[config.mk]
export PLATFORM = sky130hd
export DESIGN_NAME = serial_line_command_filter_core
export DESIGN_NICKNAME = d
export VERILOG_FILES = /design/src/slcf_pkg.sv /design/src/serial_line_command_filter_core.sv
export SDC_FILE = /design/constraint.sdc
export NUM_CORES = 1
export LEC_CHECK = 0
export BUFFER_PORTS_ARGS = -buffer_cell sky130_fd_sc_hd__buf_2
export CORE_ASPECT_RATIO = 2
export CORE_MARGIN = 2
export CORE_UTILIZATION = 24
export CTS_CLUSTER_DIAMETER = 150
export DETAILED_ROUTE_END_ITERATION = 6
export GPL_ROUTABILITY_DRIVEN = 0
export PLACE_DENSITY_LB_ADDON = 0.1
export SYNTH_ARGS = -nofsm -noshare
export SYNTH_HDL_FRONTEND = slang
export SYNTH_SLANG_ARGS = --single-unit
export TNS_END_PERCENT = 30
[constraint.sdc]
create_clock -name clk_i -period 4.1 [get_ports clk_i]
set_input_delay 0.41 -clock clk_i [delete_from_list [all_inputs] [get_ports clk_i]]
set_output_delay 0.41 -clock clk_i [all_outputs]
set_load 0.03 [all_outputs]
[src/slcf_pkg.sv]
// Shared constants and types for the serial line command filter.
`timescale 1ns / 1ps

package slcf_pkg;

  // Ring of received bytes; holds RING_DEPTH-1 bytes
  localparam int unsigned RING_DEPTH = 32;
  localparam int unsigned IDX_W      = $clog2(RING_DEPTH);
  localparam logic [IDX_W-1:0] LAST_IDX = IDX_W'(RING_DEPTH - 1);

  // Character codes
  localparam logic [7:0] CHAR_CR        = 8'd13;
  localparam logic [7:0] CHAR_LF        = 8'd10;
  localparam logic [7:0] CMD_CHAR_RESET = 8'd94;

  // Configuration register indexes
  typedef enum logic [0:0] {
    REG_COMMAND_CHAR = 1'b0,
    REG_LINK_ENABLE  = 1'b1
  } reg_idx_e;

  // Input word kinds
  typedef enum logic {
    MODE_RX   = 1'b0,
    MODE_READ = 1'b1
  } mode_e;

  // One result word
  typedef struct packed {
    logic       forward_valid;
    logic [7:0] forward_byte;
    logic       line_end;
    logic       command_end;
    logic       byte_dropped;
    logic       read_valid;
    logic [7:0] read_byte;
  } res_t;

endpackage

[src/serial_line_command_filter_core.sv]
// Top level of the serial line command filter: line and command tracking, byte ring.
`timescale 1ns / 1ps

// Serial line command filter.
// Input channel (in_valid_i / in_stall_o) carries one word per handshake: either
// a received byte (mode_i = 0, rx_byte_i) or a read request (mode_i = 1).
// Output channel (out_valid_o / out_stall_i) returns exactly one result word per
// input word: forwarding to the partner port, line end, command end, drop flag
// and, for a read request, the oldest byte popped from the 32-entry ring.
// Configuration (cfg_we_i, cfg_index_i, cfg_data_i): index 0 is the command
// character, index 1 the link enable; write only while the block is idle.
// The result of an accepted word is registered in the output or skid register.
// Throughput: one word per cycle while in_stall_o is low; the state update for a
// word is a single compare/increment pass, and the ring is pre-read ahead so its
// registered read port never delays a result.
// Stall: the result sits in the output register; a skid register takes one
// more word, after which in_stall_o rises until the receiver drains it.
// Reset: pointers, line and command state clear, the command character goes
// to '^' and the link is disabled. The ring contents need no clearing, as only
// written entries are ever popped.
module serial_line_command_filter_core (
  input  logic       clk_i,
  input  logic       rst_ni,
  // configuration
  input  logic       cfg_we_i,
  input  logic [0:0] cfg_index_i,
  input  logic [7:0] cfg_data_i,
  // input channel
  input  logic       in_valid_i,
  output logic       in_stall_o,
  input  logic       mode_i,
  input  logic [7:0] rx_byte_i,
  // output channel
  output logic       out_valid_o,
  input  logic       out_stall_i,
  output logic       forward_valid_o,
  output logic [7:0] forward_byte_o,
  output logic       line_end_o,
  output logic       command_end_o,
  output logic       byte_dropped_o,
  output logic       read_valid_o,
  output logic [7:0] read_byte_o
);

  localparam int unsigned IW = slcf_pkg::IDX_W;

  logic [7:0]    cmd_char_q;
  logic          link_en_q;
  logic [IW-1:0] widx_q, widx_d;
  logic [IW-1:0] ridx_q, ridx_d;
  logic          last_enter_q, last_enter_d;
  logic          in_cmd_q, in_cmd_d;

  logic [7:0]    ring_q [slcf_pkg::RING_DEPTH];
  logic [7:0]    mem_rd_q;
  logic          byp_q;
  logic [7:0]    byp_data_q;
  logic [7:0]    head_byte;

  logic          accept, taken;
  logic          store;
  logic [IW-1:0] widx_nx, ridx_nx;
  logic          empty, full, is_eol;
  slcf_pkg::res_t res;

  slcf_pkg::res_t out_q, skid_q;
  logic           out_valid_q, skid_valid_q;

  // Handshakes
  assign in_stall_o = skid_valid_q;
  assign accept     = in_valid_i && !skid_valid_q;
  assign taken      = out_valid_q && !out_stall_i;

  // Configuration registers
  always_ff @(posedge clk_i or negedge rst_ni) begin
    if (!rst_ni) begin
      cmd_char_q <= slcf_pkg::CMD_CHAR_RESET;
      link_en_q  <= 1'b0;
    end else if (cfg_we_i) begin
      unique case (slcf_pkg::reg_idx_e'(cfg_index_i))
        slcf_pkg::REG_COMMAND_CHAR: cmd_char_q <= cfg_data_i;
        slcf_pkg::REG_LINK_ENABLE:  link_en_q  <= cfg_data_i[0];
        default: ;
      endcase
    end
  end

  // Ring pointer arithmetic
  assign widx_nx = (widx_q == slcf_pkg::LAST_IDX) ? '0 : widx_q + 1'b1;
  assign ridx_nx = (ridx_q == slcf_pkg::LAST_IDX) ? '0 : ridx_q + 1'b1;
  assign empty   = (ridx_q == widx_q);
  assign full    = (widx_nx == ridx_q);
  assign is_eol  = (rx_byte_i == slcf_pkg::CHAR_CR) || (rx_byte_i == slcf_pkg::CHAR_LF);

  // Oldest stored byte, pre-read last cycle
  assign head_byte = byp_q ? byp_data_q : mem_rd_q;

  // Single pass over one word: result and next state
  always_comb begin
    res          = '0;
    widx_d       = widx_q;
    ridx_d       = ridx_q;
    last_enter_d = last_enter_q;
    in_cmd_d     = in_cmd_q;
    store        = 1'b0;
    if (accept) begin
      if (slcf_pkg::mode_e'(mode_i) == slcf_pkg::MODE_READ) begin
        if (!empty) begin
          res.read_valid = 1'b1;
          res.read_byte  = head_byte;
          ridx_d         = ridx_nx;
        end
      end else begin
        if (is_eol) begin
          res.line_end    = !last_enter_q;
          res.command_end = !last_enter_q && in_cmd_q;
          last_enter_d    = 1'b1;
        end else begin
          last_enter_d = 1'b0;
          if (last_enter_q) begin
            in_cmd_d = 1'b0;
          end
          if (full) begin
            res.byte_dropped = 1'b1;
          end else begin
            store  = 1'b1;
            widx_d = widx_nx;
          end
          if (rx_byte_i == cmd_char_q) begin
            in_cmd_d = 1'b1;
          end
        end
        if (!in_cmd_d && link_en_q) begin
          res.forward_valid = 1'b1;
          res.forward_byte  = rx_byte_i;
        end
      end
    end
  end

  // Pointers and line state
  always_ff @(posedge clk_i or negedge rst_ni) begin
    if (!rst_ni) begin
      widx_q       <= '0;
      ridx_q       <= '0;
      last_enter_q <= 1'b0;
      in_cmd_q     <= 1'b0;
    end else begin
      widx_q       <= widx_d;
      ridx_q       <= ridx_d;
      last_enter_q <= last_enter_d;
      in_cmd_q     <= in_cmd_d;
    end
  end

  // Ring memory: one write port, one registered read at the next head
  always_ff @(posedge clk_i) begin
    if (store) begin
      ring_q[widx_q] <= rx_byte_i;
    end
    mem_rd_q <= ring_q[ridx_d];
  end

  // Write-to-head bypass for the pre-read
  always_ff @(posedge clk_i or negedge rst_ni) begin
    if (!rst_ni) begin
      byp_q <= 1'b0;
    end else begin
      byp_q <= store && (widx_q == ridx_d);
    end
  end

  always_ff @(posedge clk_i) begin
    if (store) begin
      byp_data_q <= rx_byte_i;
    end
  end

  // Output register with skid stage
  always_ff @(posedge clk_i or negedge rst_ni) begin
    if (!rst_ni) begin
      out_valid_q  <= 1'b0;
      skid_valid_q <= 1'b0;
    end else if (skid_valid_q) begin
      if (taken) begin
        skid_valid_q <= 1'b0;
      end
    end else if (accept) begin
      if (!out_valid_q || taken) begin
        out_valid_q <= 1'b1;
      end else begin
        skid_valid_q <= 1'b1;
      end
    end else if (taken) begin
      out_valid_q <= 1'b0;
    end
  end

  always_ff @(posedge clk_i) begin
    if (skid_valid_q) begin
      if (taken) begin
        out_q <= skid_q;
      end
    end else if (accept) begin
      if (!out_valid_q || taken) begin
        out_q <= res;
      end else begin
        skid_q <= res;
      end
    end
  end

  // Output ports
  assign out_valid_o     = out_valid_q;
  assign forward_valid_o = out_q.forward_valid;
  assign forward_byte_o  = out_q.forward_byte;
  assign line_end_o      = out_q.line_end;
  assign command_end_o   = out_q.command_end;
  assign byte_dropped_o  = out_q.byte_dropped;
  assign read_valid_o    = out_q.read_valid;
  assign read_byte_o     = out_q.read_byte;

endmodule
; Word level (Yosys, flattened, before mapping)
; Memory sizes are Yosys's and may differ from the RTL's. A register that Yosys moved wholly into a read port is not among the register bits.
; Cells that the tools add are included.
[op_classes]
addsub = 2
n_eq_ne = 10
mux = 36
bitwise_logic = 6
n_reduce_logical = 22
[ops]
columns = cell, count
row1 = 21-bit two-way mux, 4
row2 = 9-bit two-way mux, 3
row3 = 5-bit two-way mux, 5
row4 = 1-bit two-way mux, 21
row5 = 8-bit by 4-bit equality test with 1-bit output (second input constant), 2
row6 = 5-bit equality test, 3
row7 = 12-bit two-way mux, 1
row8 = 5-bit by 1-bit adder with 5-bit output (second input constant), 2
row9 = 5-bit equality test (second input constant), 2
row10 = 3-bit AND reduction, 3
row11 = 8-bit equality test, 1
row12 = 8-bit two-way mux, 1
row13 = 1-bit inverter, 6
row14 = 2-bit AND reduction, 3
row15 = 2-bit nonzero test, 3
row16 = 1-bit logical AND, 5
row17 = 1-bit zero test, 5
row18 = 4-bit AND reduction, 1
row19 = 1-bit logical OR, 2
row20 = 2-bit two-way mux, 1
row21 = 2-bit by 1-bit != test with 1-bit output (second input constant), 1
row22 = 2-bit != test (second input constant), 1
[totals]
regBits = 74
mem_bits_rw = 256
input_bits = 23
out_inout_bits = 23
wordCells = 101
n_memories = 1
[memory_table]
columns = name, words, width, rd, rd_ports_with_merged_regs, wr, line_no
row1 = ring_q, 32, 8, 1, 1, 1, serial_line_command_filter_core.sv:54  ; logic [7:0] ring_q [slcf_pkg::RING_DEPTH];

; Depth between registers and ports, before layout
; Gate-level depths: netlist of the first run.
[logic_depth]
depth_word = 12
depth_mapped = 15
ltp_nobuf = 12

; Worst setup path before layout of the first run
; Ideal clock, no wire load.
[synth_timing]
kind = register to register
startpoint = register ridx_q[0]
endpoint = register mem_rd_q[3] (read register of ring_q)
setup_time_ns = 0.134
arrival_time_ns = 3.038
required_time_ns = 3.966
path_slack_ns = 0.928
path_stages_with_launch = 13
n_path_buf = 2
period_less_slack_ns = 3.172
cell_sequence = dfrtp_1 > ha_1 > and3_1 > ha_1 > or4_1 > a21oi_1 > a21oi_4 > buf_4 > buf_1 > a21oi_1 > a22oi_1 > a22o_1 > or4_1
[synth_via]
elab_chain_len = 5
elab_cells_between_ends = 7
cone_classes = add/sub: 1 / eq/ne: 2 / mux: 4
[synth_lines]
columns = element, line_no
row1 = "start, declared", serial_line_command_filter_core.sv:50  ; logic [IW-1:0] ridx_q, ridx_d;
row2 = "start signal, assigned", serial_line_command_filter_core.sv:150  ; ridx_q <= ridx_d;
row3 = 5-bit by 1-bit adder with 5-bit output / 5-bit equality test (equally long branches), serial_line_command_filter_core.sv:90  ; assign ridx_nx = (ridx_q == slcf_pkg::LAST_IDX) ? '0 : ridx_q + 1'b1;
row4 = 5-bit two-way mux, serial_line_command_filter_core.sv:90
row5 = 5-bit two-way mux, serial_line_command_filter_core.sv:108  ; if (!empty) begin
row6 = 5-bit two-way mux, serial_line_command_filter_core.sv:107  ; if (slcf_pkg::mode_e'(mode_i) == slcf_pkg::MODE_READ) begin
row7 = 5-bit two-way mux (*), serial_line_command_filter_core.sv:106  ; if (accept) begin
row8 = "end, declared", serial_line_command_filter_core.sv:55  ; logic [7:0] mem_rd_q;
; Every way passes the cells marked *; elsewhere a longest branch is shown, timed or not.
; A chain may end at the register's enable or synchronous reset.

; Final worst setup path of the first run
[layout_timing]
startpoint = register ridx_q[1]
endpoint = register mem_rd_q[3] (read register of ring_q)
; The elaborated chain is that of the path after synthesis.

==> results of run 1 <==
-- logic make-up after synthesis --
group                      count (synthesis)  share of synthesized area (%)
xor gates and xnor gates                  23                          1.465
adders and majority gates                  7                         0.6370
and+or+nand+nor                          229                          7.417
muxes                                     72                          5.542
DFF                                      338                          72.41
buffers and inverters                     62                          2.075
AOI/OAI and AO/OA                        218                          10.46
-- cell type report --
| type | instances | area [µm²] | area share [%] |
|---|---|---|---|
| Antenna cell | 3 | 7.507 | 0.04702 |
| Clock buffer | 39 | 835.8 | 5.235 |
| Clock inverter | 16 | 96.34 | 0.6034 |
| Inverter | 10 | 37.54 | 0.2351 |
| Multi-Input combinational cell | 549 | 3513 | 22.01 |
| Sequential cell | 338 | 9956 | 62.36 |
| Tap cell | 756 | 945.9 | 5.925 |
| Timing Repair Buffer | 81 | 573.1 | 3.589 |
-- worst max path at each step --
stage	startpoint	endpoint	slack (ns)
after floorplan	ridx_q[0]	mem_rd_q[3]	0.93
after global placement	widx_q[1]	ring_q[23][6]	0.53
after detailed placement	widx_q[1]	ring_q[9][5]	0.50
after CTS	widx_q[1]	ring_q[9][0]	0.49
after global routing	widx_q[1]	ring_q[9][1]	0.32
final	ridx_q[1]	mem_rd_q[3]	0.51
-- metal layers --
metal	part of all wire (%)	wire (µm)
met2	58	24000
met4	2.7	1090
met5	0	0
met1	37	15150
met3	2.0	833
-- per-stage QoR --
step                      util, %  cell area, µm²  power [W]  cells  setup slack [ns]
final                       28.04           15970    0.01102   1792            0.5091
after global routing        28.03           15960    0.01164   1791            0.3185
after CTS                   28.03           15960    0.01127   1789            0.4868
after detailed placement    26.37           15020   0.008431   1733            0.4996
after global placement      26.37           15020   0.008452   1733            0.5295
after floorplan                 -           13750   0.006904    949            0.9282
-- power by group through the flow --
stage / sequential, W / clock [W] / combinational [W]
3_3_place_gp: 0.00439 / 0 / 0.00406
6_report: 0.00430 / 0.00279 / 0.00392
3_5_place_dp: 0.00439 / 0 / 0.00405
4_1_cts: 0.00431 / 0.00290 / 0.00405
5_1_grt: 0.00434 / 0.00300 / 0.00430
2_1_floorplan: 0.00452 / 0 / 0.00239
-- flip-flops by register name (all words and copies together), names as in the netlist, 5 cells and up --
register / cells
ring_q: 256
skid_q: 21
byp_data_q: 8
cmd_char_q: 8
forward_byte_o: 8
mem_rd_q: 8
read_byte_o: 8
ridx_q: 5
widx_q: 5
-- worst max-delay path: stages, from the launching register on --
cell and delay [ns]:
dfrtp_1 0.50, ha_1 0.26, and3_1 0.18, ha_1 0.22, or4_1 0.48, a21oi_1 0.25, a21oi_4 0.10, buf_12 0.22
mux2i_1 0.44, a22o_1 0.22, o22ai_1 0.09, or4_1 0.48
-- cell usage after synthesis (5+ instances only) --
master | instances | area [µm²]
and3_1 | 5 | 31.28
dfrtp_1 | 19 | 475.5
mux2_2 | 23 | 259.0
dfxtp_1 | 8 | 160.2
edfxtp_1 | 306 | 9189
inv_1 | 7 | 26.28
o31ai_1 | 10 | 75.07
clkbuf_1 | 28 | 105.1
a22oi_1 | 32 | 240.2
dfstp_2 | 5 | 131.4
xnor2_1 | 15 | 131.4
ha_1 | 7 | 87.58
mux2i_1 | 48 | 480.5
buf_1 | 10 | 37.54
and2_1 | 9 | 56.30
nand3_1 | 5 | 25.02
or4_1 | 8 | 60.06
o21ai_0 | 5 | 25.02
nand2_1 | 121 | 454.2
xor2_1 | 8 | 70.07
a22o_1 | 42 | 367.9
nor2_1 | 53 | 198.9
a21oi_1 | 100 | 500.5
o22ai_1 | 16 | 100.1
buf_2 | 6 | 30.03
==> flow_metrics.env, run 1 <==
export IMPL_grt_use_met1_pct=14.57
export IMPL_layout_common_cells="edfxtp_1, nand2_1, a21oi_1"
export IMPL_r2r_start="ridx_q[1]"
export IMPL_layout_commonest_cell="edfxtp_1"
export IMPL_crit_path_max_fanout=43
export IMPL_pwr_share_comb_pct=35.6
export IMPL_cts_path_max_buffers=3
export IMPL_hpwl_um=27540
export IMPL_drt_iter0_drc=467
export IMPL_p_per_area_mw_per_mm2=690.0
export IMPL_cts_sinks=338
export IMPL_whs_ns=0.05578
export IMPL_io_pins=46
export IMPL_rsz0062_at_grt="false"
export IMPL_fillers=5806
export IMPL_max_cap_violations=0
export IMPL_grtUsageMet3_pct=1.232
export IMPL_grt_first_pass_wirelength_um=60010
export IMPL_layout_nets=1040
export IMPL_synthArstFlopShare_pct=7.101
export IMPL_antenna_found_initial=2
export IMPL_initial_core_util_pct=24.15
export IMPL_syn_area_mm2=0.01375
export IMPL_track_usage_pct=13.98
export IMPL_insertion_delay_ns=0.59
export IMPL_clockRootBuffer="clkbuf_16"
export IMPL_h_tree_depth=1
export IMPL_layout_min_cycle_time_ns=3.591
export IMPL_post_cts_buffers=0
export IMPL_p_int_w=0.006990
export IMPL_p_clk_share_pct=25.3
export IMPL_cts_tree="built"
export IMPL_switching_share_pct=36.55
export IMPL_grt_max_degree=58
export IMPL_synth_cells=949
export IMPL_fin_worst_skew_ns=0.01143
export IMPL_syn_area_per_cell_um2=14.49
export IMPL_gr_usage_met2_pct=28.32
export IMPL_r2r_end="mem_rd_q[3]"
export IMPL_switchingPower_w=0.004026
export IMPL_die_w_um=173.2
export IMPL_antenna_left=0
export IMPL_clk_pin_slew_ns=0.07
export IMPL_start_kind="register"
export IMPL_grt_pass1_vias=8487
export IMPL_min_delay_start="cfg_data_i[5]"
export IMPL_numCtsBuffers=30
export IMPL_drive_gt1_share_pct=15.68
export IMPL_finalSetupViolations=0
export IMPL_totalWireLength_um=41070
export IMPL_vias=7922
export IMPL_cp_required_ns=4.56
export IMPL_hold_end="cmd_char_q[5]"
export IMPL_io_buffers=45
export IMPL_tns_ns=0
export IMPL_coreArea_mm2=0.05694
export IMPL_period_share_pct=87.58
export IMPL_overflow=0
export IMPL_ys_ff_latch=338
export IMPL_worst_pin_slew_ns=1.011
export IMPL_hold_class="in2reg"
export IMPL_r2r_setup_slack_ns=0.51
export IMPL_seqPwrFrac_pct=39.1
export IMPL_dr_pass1_iters=4
export IMPL_ys_seq_area_share_pct=72.41
export IMPL_hold_buffers=1
export IMPL_die_area_mm2=0.05934
export IMPL_syn2layout_area_growth_pct=16.12
export IMPL_yosysUniqueCellTypes=53
export IMPL_hold_violations=0
export IMPL_outcome="finished, final reports clean"
export IMPL_synth_edf_count=306
export IMPL_ir_drop_v=0.0003433
export IMPL_max_freq_ghz=0.2785
export IMPL_worstHoldPathCells=2
export IMPL_drv_slew=0
export IMPL_avgViaCountPerCell=4.421
export IMPL_crit_type="reg2reg"
export IMPL_drc=0
export IMPL_synthesis_nets=979
export IMPL_wire_per_inst_um=22.92
export IMPL_leakage_nw=5.392
export IMPL_yosysWarnings=0
export IMPL_fp_dieH_um=342.5
export IMPL_r2r_cells=11
export IMPL_num_rows=124
export IMPL_slew_headroom_pct=32.34
export IMPL_critPathArrivalTime_ns=4.05
export IMPL_top_usage_layer="met2"
export IMPL_cts_repair_resized=0
export IMPL_synthFlopType="edfxtp_1"
export IMPL_end_kind="register"
Power figures use the tool's default switching activity.
==> inputs of run 2 (changes only) <==
--- a/config.mk
+++ b/config.mk
@@ -6,13 +6,12 @@
 export NUM_CORES = 1
 export LEC_CHECK = 0
 export BUFFER_PORTS_ARGS = -buffer_cell sky130_fd_sc_hd__buf_2
-export CORE_ASPECT_RATIO = 2
+export CORE_ASPECT_RATIO = 1.1
 export CORE_MARGIN = 2
 export CORE_UTILIZATION = 24
 export CTS_CLUSTER_DIAMETER = 150
 export DETAILED_ROUTE_END_ITERATION = 6
 export GPL_ROUTABILITY_DRIVEN = 0
-export PLACE_DENSITY_LB_ADDON = 0.1
 export SYNTH_ARGS = -nofsm -noshare
 export SYNTH_HDL_FRONTEND = slang
 export SYNTH_SLANG_ARGS = --single-unit
==> constraint.sdc (replaced) <==
create_clock -name clk_i -period 2.9 [get_ports clk_i]
set_input_delay 0.29 -clock clk_i [delete_from_list [all_inputs] [get_ports clk_i]]
set_output_delay 0.29 -clock clk_i [all_outputs]
set_load 0.03 [all_outputs]
==> run 2 against run 1 <==
Largest power group is now combinational cells. Critical path depth grew 1. Hold slack got worse by 0.036 ns. Sequential cell count unchanged. First-iteration DRC count grew 83%. Sequential share of layout area down 5.2 points. Total power increased by 56%. Highest routed layer unchanged. Sequential power grew 41%. The run now ends with negative setup slack left.
==> flow_metrics.env, run 2 (synthesis gave the netlist of run 1 again) <==
export IMPL_outcome="finished with violations"
export IMPL_violations="negative setup slack"
export IMPL_crit_type="reg2reg"
export IMPL_hpwl_um=23500
export IMPL_antenna_left=0
export IMPL_r2r_start="ridx_q[1]"
export IMPL_layout_min_cycle_time_ns=3.219
export IMPL_cts_sinks=338
export IMPL_end_kind="register"
export IMPL_layout_commonest_cell="edfxtp_1"
export IMPL_drive_gt1_share_pct=27.90
export IMPL_avgViaCountPerCell=4.558
export IMPL_overflow=0
export IMPL_max_freq_ghz=0.3107
export IMPL_layout_nets=1131
export IMPL_largest_reg_flops=256
export IMPL_drv_slew=0
export IMPL_fin_worst_skew_ns=0.01817
export IMPL_cp_required_ns=3.30
export IMPL_drt_iter0_drc=853
export IMPL_postPlaceCellArea_mm2=0.01562
export IMPL_io_buffers=45
export IMPL_clk_pin_slew_ns=0.06
export IMPL_dr_pass1_iters=4
export IMPL_hold_class="in2reg"
export IMPL_slew_headroom_pct=46.39
export IMPL_post_route_util_pct=30.57
export IMPL_max_cap_violations=0
export IMPL_fillers=5625
export IMPL_coreArea_mm2=0.05698
export IMPL_syn2layout_area_growth_pct=26.70
export IMPL_clockRootBuffer="clkbuf_16"
export IMPL_max_flop_register="ring_q"
export IMPL_totalWireLength_um=36180
export IMPL_drc=0
export IMPL_setup_slack_ns=-0.3190
export IMPL_num_rows=92
export IMPL_hold_violations=0
export IMPL_crit_path_max_fanout=9
export IMPL_fin_area_mm2=0.01742
export IMPL_antenna_found_initial=5
export IMPL_r2r_setup_slack_ns=-0.32
export IMPL_die_w_um=232.2
export IMPL_finalSetupViolations=8
export IMPL_p_per_area_mw_per_mm2=985.0
export IMPL_wire_per_inst_um=19.22
export IMPL_h_tree_depth=2
export IMPL_period_share_pct=111.0
export IMPL_dp_slack_ns=-0.5108
export IMPL_rsz0062_at_grt="true"
export IMPL_grt_max_degree=50
export IMPL_die_area_mm2=0.05922
export IMPL_cts_tree="built"
export IMPL_numCtsBuffers=36
export IMPL_min_delay_start="out_stall_i"
export IMPL_insertion_delay_ns=0.54
export IMPL_fp_dieH_um=255.0
export IMPL_crit_path_start="ridx_q[1]"
export IMPL_grt_pass1_vias=8460
export IMPL_io_pins=46
export IMPL_worst_pin_slew_ns=0.8026
export IMPL_track_usage_pct=11.82
export IMPL_cts_path_max_buffers=3
export IMPL_layout_common_cells="edfxtp_1, nand2_1, buf_4"
export IMPL_leakage_nw=6.019
export IMPL_grt_first_pass_wirelength_um=52610
export IMPL_vias=8583
export IMPL_critPathArrivalTime_ns=3.61
export IMPL_start_kind="register"
export IMPL_initial_core_util_pct=24.13
export IMPL_largestRegisters="ring_q: 256 flops, skid_q: 21 flops"
export IMPL_ir_drop_v=0.0004397
[run 2: cell count changes in the layout (fill, tap and decap cells not counted), sizes merged]
cell         delta
inv             +2
clkbuf         +14
diode           -1
clkinv          -2
bufinv          +1
dlygate4sd3     +8
buf            +73
[run 2: final cells by class]
type / instances / area [µm²] / share of cell area (%)
clock buffers: 49 / 1021 / 5.861
inverters: 10 / 42.54 / 0.2442
clock inverters: 17 / 140.1 / 0.8044
well taps: 752 / 940.9 / 5.401
repair buffers: 166 / 1428 / 8.195
multi-input cells: 549 / 3885 / 22.30
flip-flops and latches: 338 / 9958 / 57.16
diodes: 2 / 5.005 / 0.02873
[run 2: timing repair]
action	4_1_cts	5_1_grt
resized for setup	47	34
cloned	0	6
hold endpoints to repair	28	0
pin swaps	6	13
setup endpoints to repair	206	233
hold buffers	9	0
setup buffers	1	7
[run 2: critical path, stage by stage, from the launching register on]
cell and delay, ns:
dfrtp_2 0.42, ha_4 0.16, and3_4 0.18, ha_4 0.16, or4_4 0.54, a21oi_4 0.16, a21oi_4 0.08, buf_12 0.17
buf_12 0.15, mux2i_2 0.16, a22o_1 0.25, o22ai_4 0.13, or4_1 0.50
[run 2: final timing paths]
check	end	depth (start not counted)
hold reg to reg	read_valid_o	2
setup / recovery	mem_rd_q[3]	12
setup reg to reg	mem_rd_q[3]	12
min in group asynchronous	cmd_char_q[7]	2
max in group asynchronous	ridx_q[0]	2
hold / removal	in_stall_o	3
[run 2: report_power, final]
part           total [W]  switching (W)  leakage [nW]  internal, W
sequential       0.00607       0.000236          3.12      0.00583
combinational    0.00657        0.00379          2.32      0.00278
clock            0.00452        0.00187         0.575      0.00265
[run 2: routing by layer]
metal	GRT usage [%]	wire length, µm	share of wire, %	vias up
met4	5.147	1349	3.7	0
met3	2.250	2328	6.4	65
met5	0	0	0	-
met2	19.90	17600	49	287
li1	-	-	-	3917
met1	14.77	14900	41	4314
[run 2: stage by stage]
step	total power [W]	std cells	TNS (ns)	hold slack, ns
after global routing	0.01793	1883	-4.612	0.02537
after floorplan	0.009845	949	-0.08547	-0.005591
after CTS	0.01675	1868	-2.015	0.006906
after detailed placement	0.01202	1792	-20.99	0.3443
after global placement	0.01196	1792	-19.22	0.3370
final	0.01716	1883	-2.175	0.02009
